**src/rtl/palette_delta_decoder_macros.svh**
```systemverilog
// ----------------------------------------------------------------------------
// palette_delta_decoder_macros.svh
// Assertion macros shared by the palette delta decoder.
// ----------------------------------------------------------------------------
`ifndef PALETTE_DELTA_DECODER_MACROS_SVH
`define PALETTE_DELTA_DECODER_MACROS_SVH

// Same-cycle implication, checked on every rising edge outside reset.
`define PDD_ASSERT_IMPLY(label, ante, cons) \
    label: assert property (@(posedge i_clk) disable iff (!i_rst_n) (ante) |-> (cons)) \
        else $error("palette delta decoder: same-cycle check failed");

// Next-cycle implication, checked on every rising edge outside reset.
`define PDD_ASSERT_NEXT(label, ante, cons) \
    label: assert property (@(posedge i_clk) disable iff (!i_rst_n) (ante) |=> (cons)) \
        else $error("palette delta decoder: next-cycle check failed");

`endif

```
**src/rtl/pdd_pkg.sv**
```systemverilog
// ----------------------------------------------------------------------------
// pdd_pkg
// Types, constants and the component expansion shared by the palette decoder.
// ----------------------------------------------------------------------------
`default_nettype none

package pdd_pkg;

    localparam int PALETTE_ENTRIES = 256;
    localparam int SlotW           = 8;
    localparam int Slots           = 1 << SlotW;
    localparam int CompW           = 8;
    localparam int RgbW            = 3 * CompW;
    localparam int EntW            = $clog2(PALETTE_ENTRIES + 1);
    localparam int LenW            = 10;
    localparam int RunW            = 8;

    typedef enum logic {
        OP_BYTE = 1'b0,
        OP_READ = 1'b1
    } t_op;

    typedef enum logic [2:0] {
        PH_LENGTH  = 3'd0,
        PH_COMMAND = 3'd1,
        PH_SOURCE  = 3'd2,
        PH_SECOND  = 3'd3,
        PH_THIRD   = 3'd4,
        PH_PADDING = 3'd5
    } t_phase;

    typedef enum logic [2:0] {
        ST_CLEAR = 3'd0,
        ST_IDLE  = 3'd1,
        ST_READ  = 3'd2,
        ST_BYTE  = 3'd3,
        ST_RUN   = 3'd4,
        ST_CHECK = 3'd5,
        ST_EMIT  = 3'd6
    } t_state;

    typedef struct packed {
        logic             we0;
        logic             we1;
        logic [SlotW-1:0] waddr;
        logic [RgbW-1:0]  wdata;
        logic [SlotW-1:0] raddr;
    } t_ram_req;

    typedef struct packed {
        logic [RgbW-1:0] rgb;
        logic            complete;
        logic            cend;
    } t_result;

    function automatic logic [CompW-1:0] expand6(input logic [5:0] x);
        return {x, x[5:4]};
    endfunction

endpackage

`default_nettype wire

```
**src/rtl/pdd_ctrl.sv**
```systemverilog
// ----------------------------------------------------------------------------
// pdd_ctrl
// Chunk parser and run sequencer. Reads the old bank, writes the new bank.
// ----------------------------------------------------------------------------
`default_nettype none

module pdd_ctrl
    import pdd_pkg::*;
(
    input  wire logic             i_clk,
    input  wire logic             i_rst_n,
    input  wire logic             i_in_valid,
    output logic                  o_in_ready,
    input  wire logic             i_operation,
    input  wire logic [7:0]       i_data_byte,
    input  wire logic [SlotW-1:0] i_entry_index,
    output t_ram_req              o_ram,
    input  wire logic [RgbW-1:0]  i_rdata0,
    input  wire logic [RgbW-1:0]  i_rdata1,
    output logic                  o_res_valid,
    output t_result               o_res,
    input  wire logic             i_res_ready
);

    localparam logic [EntW-1:0] NEntries = EntW'(PALETTE_ENTRIES);

    t_state            r_state,     n_state;
    t_phase            r_phase,     n_phase;
    logic              r_bank,      n_bank;
    logic [EntW-1:0]   r_entry_cnt, n_entry_cnt;
    logic [LenW-1:0]   r_seen,      n_seen;
    logic [LenW-1:0]   r_len,       n_len;
    logic [5:0]        r_pending,   n_pending;
    logic [15:0]       r_partial,   n_partial;
    logic [SlotW-1:0]  r_clr,       n_clr;
    logic [RunW-1:0]   r_left,      n_left;
    logic [EntW-1:0]   r_issue,     n_issue;
    logic              r_rd_pend,   n_rd_pend;
    logic              r_complete,  n_complete;
    logic              r_cend,      n_cend;
    logic [7:0]        r_byte,      n_byte;
    logic [SlotW-1:0]  r_src,       n_src;
    logic [RgbW-1:0]   r_rgb,       n_rgb;

    logic              accept;
    logic              run_issue;
    logic              run_start;
    logic [RgbW-1:0]   old_data;
    logic [CompW-1:0]  byte_comp;

    assign accept    = i_in_valid && o_in_ready;
    assign run_issue = (r_left != '0) && (r_issue < NEntries);
    assign run_start = ((r_phase == PH_COMMAND) && r_byte[7]) || (r_phase == PH_SOURCE);
    assign old_data  = r_bank ? i_rdata1 : i_rdata0;
    assign byte_comp = expand6(r_byte[5:0]);

    always_comb begin
        n_state = r_state;
        unique case (r_state)
            ST_CLEAR: begin
                if (r_clr == SlotW'(Slots - 1)) begin
                    n_state = ST_IDLE;
                end
            end
            ST_IDLE: begin
                if (accept) begin
                    n_state = (i_operation == OP_READ) ? ST_READ : ST_BYTE;
                end
            end
            ST_READ:  n_state = ST_EMIT;
            ST_BYTE:  n_state = run_start ? ST_RUN : ST_CHECK;
            ST_RUN: begin
                if (!run_issue && !r_rd_pend) begin
                    n_state = ST_CHECK;
                end
            end
            ST_CHECK: n_state = ST_EMIT;
            ST_EMIT: begin
                if (i_res_ready) begin
                    n_state = ST_IDLE;
                end
            end
            default:  n_state = ST_CLEAR;
        endcase
    end

    always_comb begin
        n_phase     = r_phase;
        n_bank      = r_bank;
        n_entry_cnt = r_entry_cnt;
        n_seen      = r_seen;
        n_len       = r_len;
        n_pending   = r_pending;
        n_partial   = r_partial;
        n_clr       = r_clr;
        n_left      = r_left;
        n_issue     = r_issue;
        n_rd_pend   = 1'b0;
        n_complete  = r_complete;
        n_cend      = r_cend;
        n_byte      = r_byte;
        n_src       = r_src;
        n_rgb       = r_rgb;
        o_in_ready  = 1'b0;
        o_res_valid = 1'b0;
        o_ram.we0   = 1'b0;
        o_ram.we1   = 1'b0;
        o_ram.waddr = SlotW'(r_entry_cnt);
        o_ram.wdata = '0;
        o_ram.raddr = i_entry_index;

        unique case (r_state)
            ST_CLEAR: begin
                o_ram.we0   = 1'b1;
                o_ram.we1   = 1'b1;
                o_ram.waddr = r_clr;
                n_clr       = r_clr + 1'b1;
            end
            ST_IDLE: begin
                o_in_ready = 1'b1;
                if (accept) begin
                    n_byte     = i_data_byte;
                    n_rgb      = '0;
                    n_complete = 1'b0;
                    n_cend     = 1'b0;
                end
            end
            ST_READ: begin
                n_rgb = old_data;
            end
            ST_BYTE: begin
                n_seen = (r_seen == '1) ? r_seen : r_seen + 1'b1;
                unique case (r_phase)
                    PH_COMMAND: begin
                        if (r_byte[7]) begin
                            n_left  = RunW'(r_byte[6:0]) + 1'b1;
                            n_src   = SlotW'(r_entry_cnt);
                            n_issue = r_entry_cnt;
                        end else if (r_byte[6]) begin
                            n_pending = r_byte[5:0];
                            n_phase   = PH_SOURCE;
                        end else begin
                            n_partial = {byte_comp, 8'h00};
                            n_phase   = PH_SECOND;
                        end
                    end
                    PH_SOURCE: begin
                        n_left  = RunW'(r_pending) + 1'b1;
                        n_src   = r_byte;
                        n_issue = r_entry_cnt;
                        n_phase = PH_COMMAND;
                    end
                    PH_SECOND: begin
                        n_partial = {r_partial[15:8], byte_comp};
                        n_phase   = PH_THIRD;
                    end
                    PH_THIRD: begin
                        if (r_entry_cnt < NEntries) begin
                            o_ram.we0   = r_bank;
                            o_ram.we1   = !r_bank;
                            o_ram.wdata = {r_partial, byte_comp};
                            n_entry_cnt = r_entry_cnt + 1'b1;
                        end
                        n_phase = PH_COMMAND;
                    end
                    PH_PADDING: begin
                        if (n_seen >= r_len) begin
                            n_cend  = 1'b1;
                            n_phase = PH_LENGTH;
                        end
                    end
                    PH_LENGTH: begin
                        n_len       = {r_byte, 2'b00};
                        n_seen      = LenW'(1);
                        n_entry_cnt = '0;
                        n_phase     = PH_COMMAND;
                    end
                    default: begin
                        n_phase = PH_LENGTH;
                    end
                endcase
            end
            ST_RUN: begin
                o_ram.raddr = r_src;
                if (run_issue) begin
                    n_src     = r_src + 1'b1;
                    n_left    = r_left - 1'b1;
                    n_issue   = r_issue + 1'b1;
                    n_rd_pend = 1'b1;
                end
                if (r_rd_pend) begin
                    o_ram.we0   = r_bank;
                    o_ram.we1   = !r_bank;
                    o_ram.wdata = old_data;
                    n_entry_cnt = r_entry_cnt + 1'b1;
                end
            end
            ST_CHECK: begin
                if ((r_phase == PH_COMMAND) && (r_entry_cnt >= NEntries)) begin
                    n_complete = 1'b1;
                    n_bank     = !r_bank;
                    if (r_seen >= r_len) begin
                        n_cend  = 1'b1;
                        n_phase = PH_LENGTH;
                    end else begin
                        n_phase = PH_PADDING;
                    end
                end
            end
            ST_EMIT: begin
                o_res_valid = 1'b1;
            end
            default: begin
                n_clr = '0;
            end
        endcase
    end

    assign o_res.rgb      = r_rgb;
    assign o_res.complete = r_complete;
    assign o_res.cend     = r_cend;

    always_ff @(posedge i_clk) begin
        if (!i_rst_n) begin
            r_state     <= ST_CLEAR;
            r_phase     <= PH_LENGTH;
            r_bank      <= 1'b0;
            r_entry_cnt <= '0;
            r_seen      <= '0;
            r_len       <= '0;
            r_pending   <= '0;
            r_partial   <= '0;
            r_clr       <= '0;
            r_left      <= '0;
            r_issue     <= '0;
            r_rd_pend   <= 1'b0;
        end else begin
            r_state     <= n_state;
            r_phase     <= n_phase;
            r_bank      <= n_bank;
            r_entry_cnt <= n_entry_cnt;
            r_seen      <= n_seen;
            r_len       <= n_len;
            r_pending   <= n_pending;
            r_partial   <= n_partial;
            r_clr       <= n_clr;
            r_left      <= n_left;
            r_issue     <= n_issue;
            r_rd_pend   <= n_rd_pend;
        end
    end

    always_ff @(posedge i_clk) begin
        r_complete <= n_complete;
        r_cend     <= n_cend;
        r_byte     <= n_byte;
        r_src      <= n_src;
        r_rgb      <= n_rgb;
    end

endmodule

`default_nettype wire

```
**config.mk**
```make
export PLATFORM = sky130hd
export DESIGN_NAME = pdd_ctrl
export DESIGN_NICKNAME = d
export VERILOG_FILES = /design/src/rtl/palette_delta_decoder_macros.svh /design/src/rtl/pdd_pkg.sv /design/src/rtl/pdd_ctrl.sv
export SDC_FILE = /design/constraint.sdc
export NUM_CORES = 1
export LEC_CHECK = 0
export ABC_AREA = 1
export BUFFER_PORTS_ARGS = -buffer_cell sky130_fd_sc_hd__buf_2
export CAP_MARGIN = 5
export CORE_MARGIN = 2
export CORE_UTILIZATION = 25
export CTS_CLUSTER_SIZE = 40
export DETAILED_ROUTE_END_ITERATION = 10
export PLACE_DENSITY = 0.41
export SYNTH_ARGS = -nofsm -noshare
export SYNTH_HDL_FRONTEND = slang
export SYNTH_SLANG_ARGS = --single-unit
```
**constraint.sdc**
```tcl
create_clock -name i_clk -period 2.9 [get_ports i_clk]
set_clock_uncertainty 0.05 [all_clocks]
set_input_delay 0.435 -clock i_clk [delete_from_list [all_inputs] [get_ports i_clk]]
set_output_delay 0.435 -clock i_clk [all_outputs]
set_load 0.1 [all_outputs]
```
==> flow_metrics.env <==
export IMPL_cts_root_buffer="clkbuf_16"
export IMPL_route_detailed_drc=0
export IMPL_die_w_um=171
export IMPL_io_buffers=138
export IMPL_cts_buffers=17
export IMPL_r2r_end="r_phase[2]"
export IMPL_grt_usage=0.146
export IMPL_hp_start="i_data_byte[5]"
export IMPL_holdPathStages=1
export IMPL_netlist_instances=914
export IMPL_worstRegToRegCells=17
export IMPL_synth_top_cell_by_area="dfxtp_1"
export IMPL_wirelength_um=21700
export IMPL_yosysMostFrequentCell="nand2_1"
export IMPL_pin_count=139
export IMPL_yosys_warnings=0
export IMPL_vias=6541
export IMPL_hold_path_end="r_byte[5]"
export IMPL_hold_worst_slack_ps=136
export IMPL_ys_types=52
export IMPL_relSlewSlack=0.555
export IMPL_tns_ps=0
export IMPL_drive_gt1_frac=0.233
export IMPL_synth_common_cells="nand2_1, nor2_1, inv_1, o21ai_0, a21oi_1"
export IMPL_dp_cells=1413
export IMPL_clock_latency_ps=420
export IMPL_grt_pass1_vias=6007
export IMPL_fillers=2960
export IMPL_coreArea_um2=27600
export IMPL_path_class="flop to flop"
export IMPL_start_util=0.253
export IMPL_fin_cells=1445
export IMPL_ir_drop_mv=0.226
export IMPL_hp_class="input port to flop"
export IMPL_place_ws_ps=202
export IMPL_synth_edf_count=42
export IMPL_hold_viol_final=0
export IMPL_status="completed"
export IMPL_worst_pin_slew_ps=665
export IMPL_synth_flop_cell="dfxtp_1"
export IMPL_period_share=0.897
export IMPL_viasPerCell=4.53
export IMPL_synth_area_leaders="dfxtp_1, edfxtp_1, nand2_1"
export IMPL_r2r_start="r_seen[1]"
export IMPL_max_freq_mhz=385
export IMPL_p_leak_nw=3.69
export IMPL_drtIter0Drc=361
export IMPL_r2r_slack_ps=300
export IMPL_num_antenna_cells=0
export IMPL_crit_path_start_kind="flop"
export IMPL_synth_top_area_frac=0.224
export IMPL_dr_pass1_iters=4
export IMPL_final_nets=1149
export IMPL_worstSetupEndpointType="flop"
export IMPL_slew_violations=0
export IMPL_clkTransAtPathRegs_ps=70
export IMPL_ff_latch_area_um2=2830
export IMPL_rows=61
export IMPL_synthArstFlopShare=0
export IMPL_grt_antenna_before_repair=0
export IMPL_postCtsSetupRepairBufs=0
export IMPL_cts_tree="yes"
export IMPL_ys_seq_elements=120
export IMPL_setup_viol_count_final=0
export IMPL_rsz0062_at_grt="false"
export IMPL_wl_per_cell_um=15.0
export IMPL_max_cap_viol_count=0
export IMPL_die_area_um2=29300
export IMPL_grt_max_degree=34
export IMPL_synth_nets=1009
export IMPL_area_growth_pct=32.9
export IMPL_die_height_um=171
export IMPL_grt_pass1_wl_um=33100
export IMPL_postSynthAreaPerCell_um2=7.63
export IMPL_dp_hpwl_um=16200
export IMPL_cp_arrival_ps=2860
export IMPL_gr_total_overflow=0
export IMPL_clkSinkCount=120
export IMPL_max_clock_path_buffers=2
export IMPL_postRouteAntennaNets=0
export IMPL_htreeDepth=4
export IMPL_fin_crit_ps=2600
export IMPL_yosysSeqAreaShare=0.405
export IMPL_fin_util=0.336
export IMPL_place_congestion=0.823
export IMPL_syn_area_um2=6980
export IMPL_power_density_nw_per_um2=433
export IMPL_timing_final_ws_setup_ps=300
export IMPL_cp_required_ps=3160
export IMPL_crit_path_max_fanout=9
export IMPL_multiInputGateArea_um2=3670
[area by class of cell]
class | instances | area share
clock buffer | 17 | 0.0459
clock inverter | 15 | 0.0158
tap | 378 | 0.0510
inverter | 102 | 0.0422
multi-input combinational | 656 | 0.395
timing repair buffer | 157 | 0.145
sequential | 120 | 0.305
[registers in the layout, summed over array words and instances (netlist names), 3 cells and up]
name	cells
r_rgb	24
r_byte	8
r_pending	6
r_entry_cnt	9
r_len	8
r_phase	3
r_left	8
r_seen	10
r_state	3
r_partial	12
r_src	8
r_issue	9
r_clr	8
[per-layer routing]
metal  track usage  up-vias  part of all wire
li1              -     3387                 -
met1         0.198     3008              0.49
met2         0.241      126              0.47
met3        0.0250       20             0.034
met4        0.0372        0             0.011
met5             0        -                 0
[worst max path at each step]
stage,to,slack [ps],from
final,r_phase[2],300,r_seen[1]
after global routing,r_phase[2],30,r_seen[1]
after CTS,r_phase[2],190,r_seen[0]
after detailed placement,r_phase[2],200,r_seen[0]
after global placement,r_phase[2],270,r_seen[0]
after floorplan,o_ram[40],-850,r_phase[2]
[stage by stage]
| stage | cell area [µm²] | total power, mW |
|---|---|---|
| after floorplan | 7050 | 1.89 |
| after global placement | 8680 | 1.97 |
| after detailed placement | 8680 | 1.97 |
| after CTS | 9260 | 4.08 |
| after global routing | 9270 | 4.16 |
| final | 9270 | 4.01 |
[placed cells by master, fill, tap and decap left out, types with 3 or more instances in the layout]
cell type,count
a211oi_1,6
a21oi_1,85
a21oi_2,5
buf_12,34
buf_2,104
buf_4,19
clkbuf_16,17
dfxtp_1,76
edfxtp_1,42
ha_1,26
inv_1,89
inv_2,9
inv_6,8
inv_8,4
mux2i_1,24
nand2_1,168
nand2_2,4
nand3_1,45
nand3_2,4
nand4_1,11
nor2_1,96
nor2_2,4
nor3_1,14
o21ai_0,65
o21ai_1,25
o21ai_2,3
o22ai_1,9
o22ai_2,10
o31ai_1,3
or2_2,3
xnor2_1,4
xor2_1,14
[where the power goes]
part | switching (mW) | internal, mW | total, mW
clock network | 0.933 | 1.14 | 2.08
logic | 0.130 | 0.0684 | 0.198
registers | 0.00402 | 1.73 | 1.74
[critical path, cell delays in order, from the launching register on]
cell	delay, ps
dfxtp_1	400
ha_1	190
inv_1	90
nor2_4	190
nand3_4	140
nand2_1	120
xnor2_1	150
ha_1	280
nand2_1	70
inv_1	30
o21ai_0	130
nand3_1	110
nor2_2	150
nand3_2	100
nand2_1	120
nand2_1	60
nand2_1	50
nor2_1	40
[kinds of logic (layout without fill, tap and decap cells)]
logic type | count (synthesis) | count (layout) | share of synthesized area
multiplexers | 24 | 24 | 0.0344
adder cells (fa/ha/maj) | 26 | 26 | 0.0466
flip-flops | 120 | 120 | 0.405
AO/OA/AOI/OAI | 224 | 224 | 0.178
buffers and inverters | 138 | 291 | 0.0825
XOR/XNOR | 18 | 18 | 0.0226
AND/OR/NAND/NOR | 364 | 364 | 0.231
[timing repair]
| item | 4_1_cts | 5_1_grt |
|---|---|---|
| endpoints found under the setup margin | 0 | 3 |
| gates resized for setup | 0 | 4 |
| hold buffers | 0 | 0 |
| hold endpoints to repair | 0 | 0 |
Power figures use the tool's default switching activity.
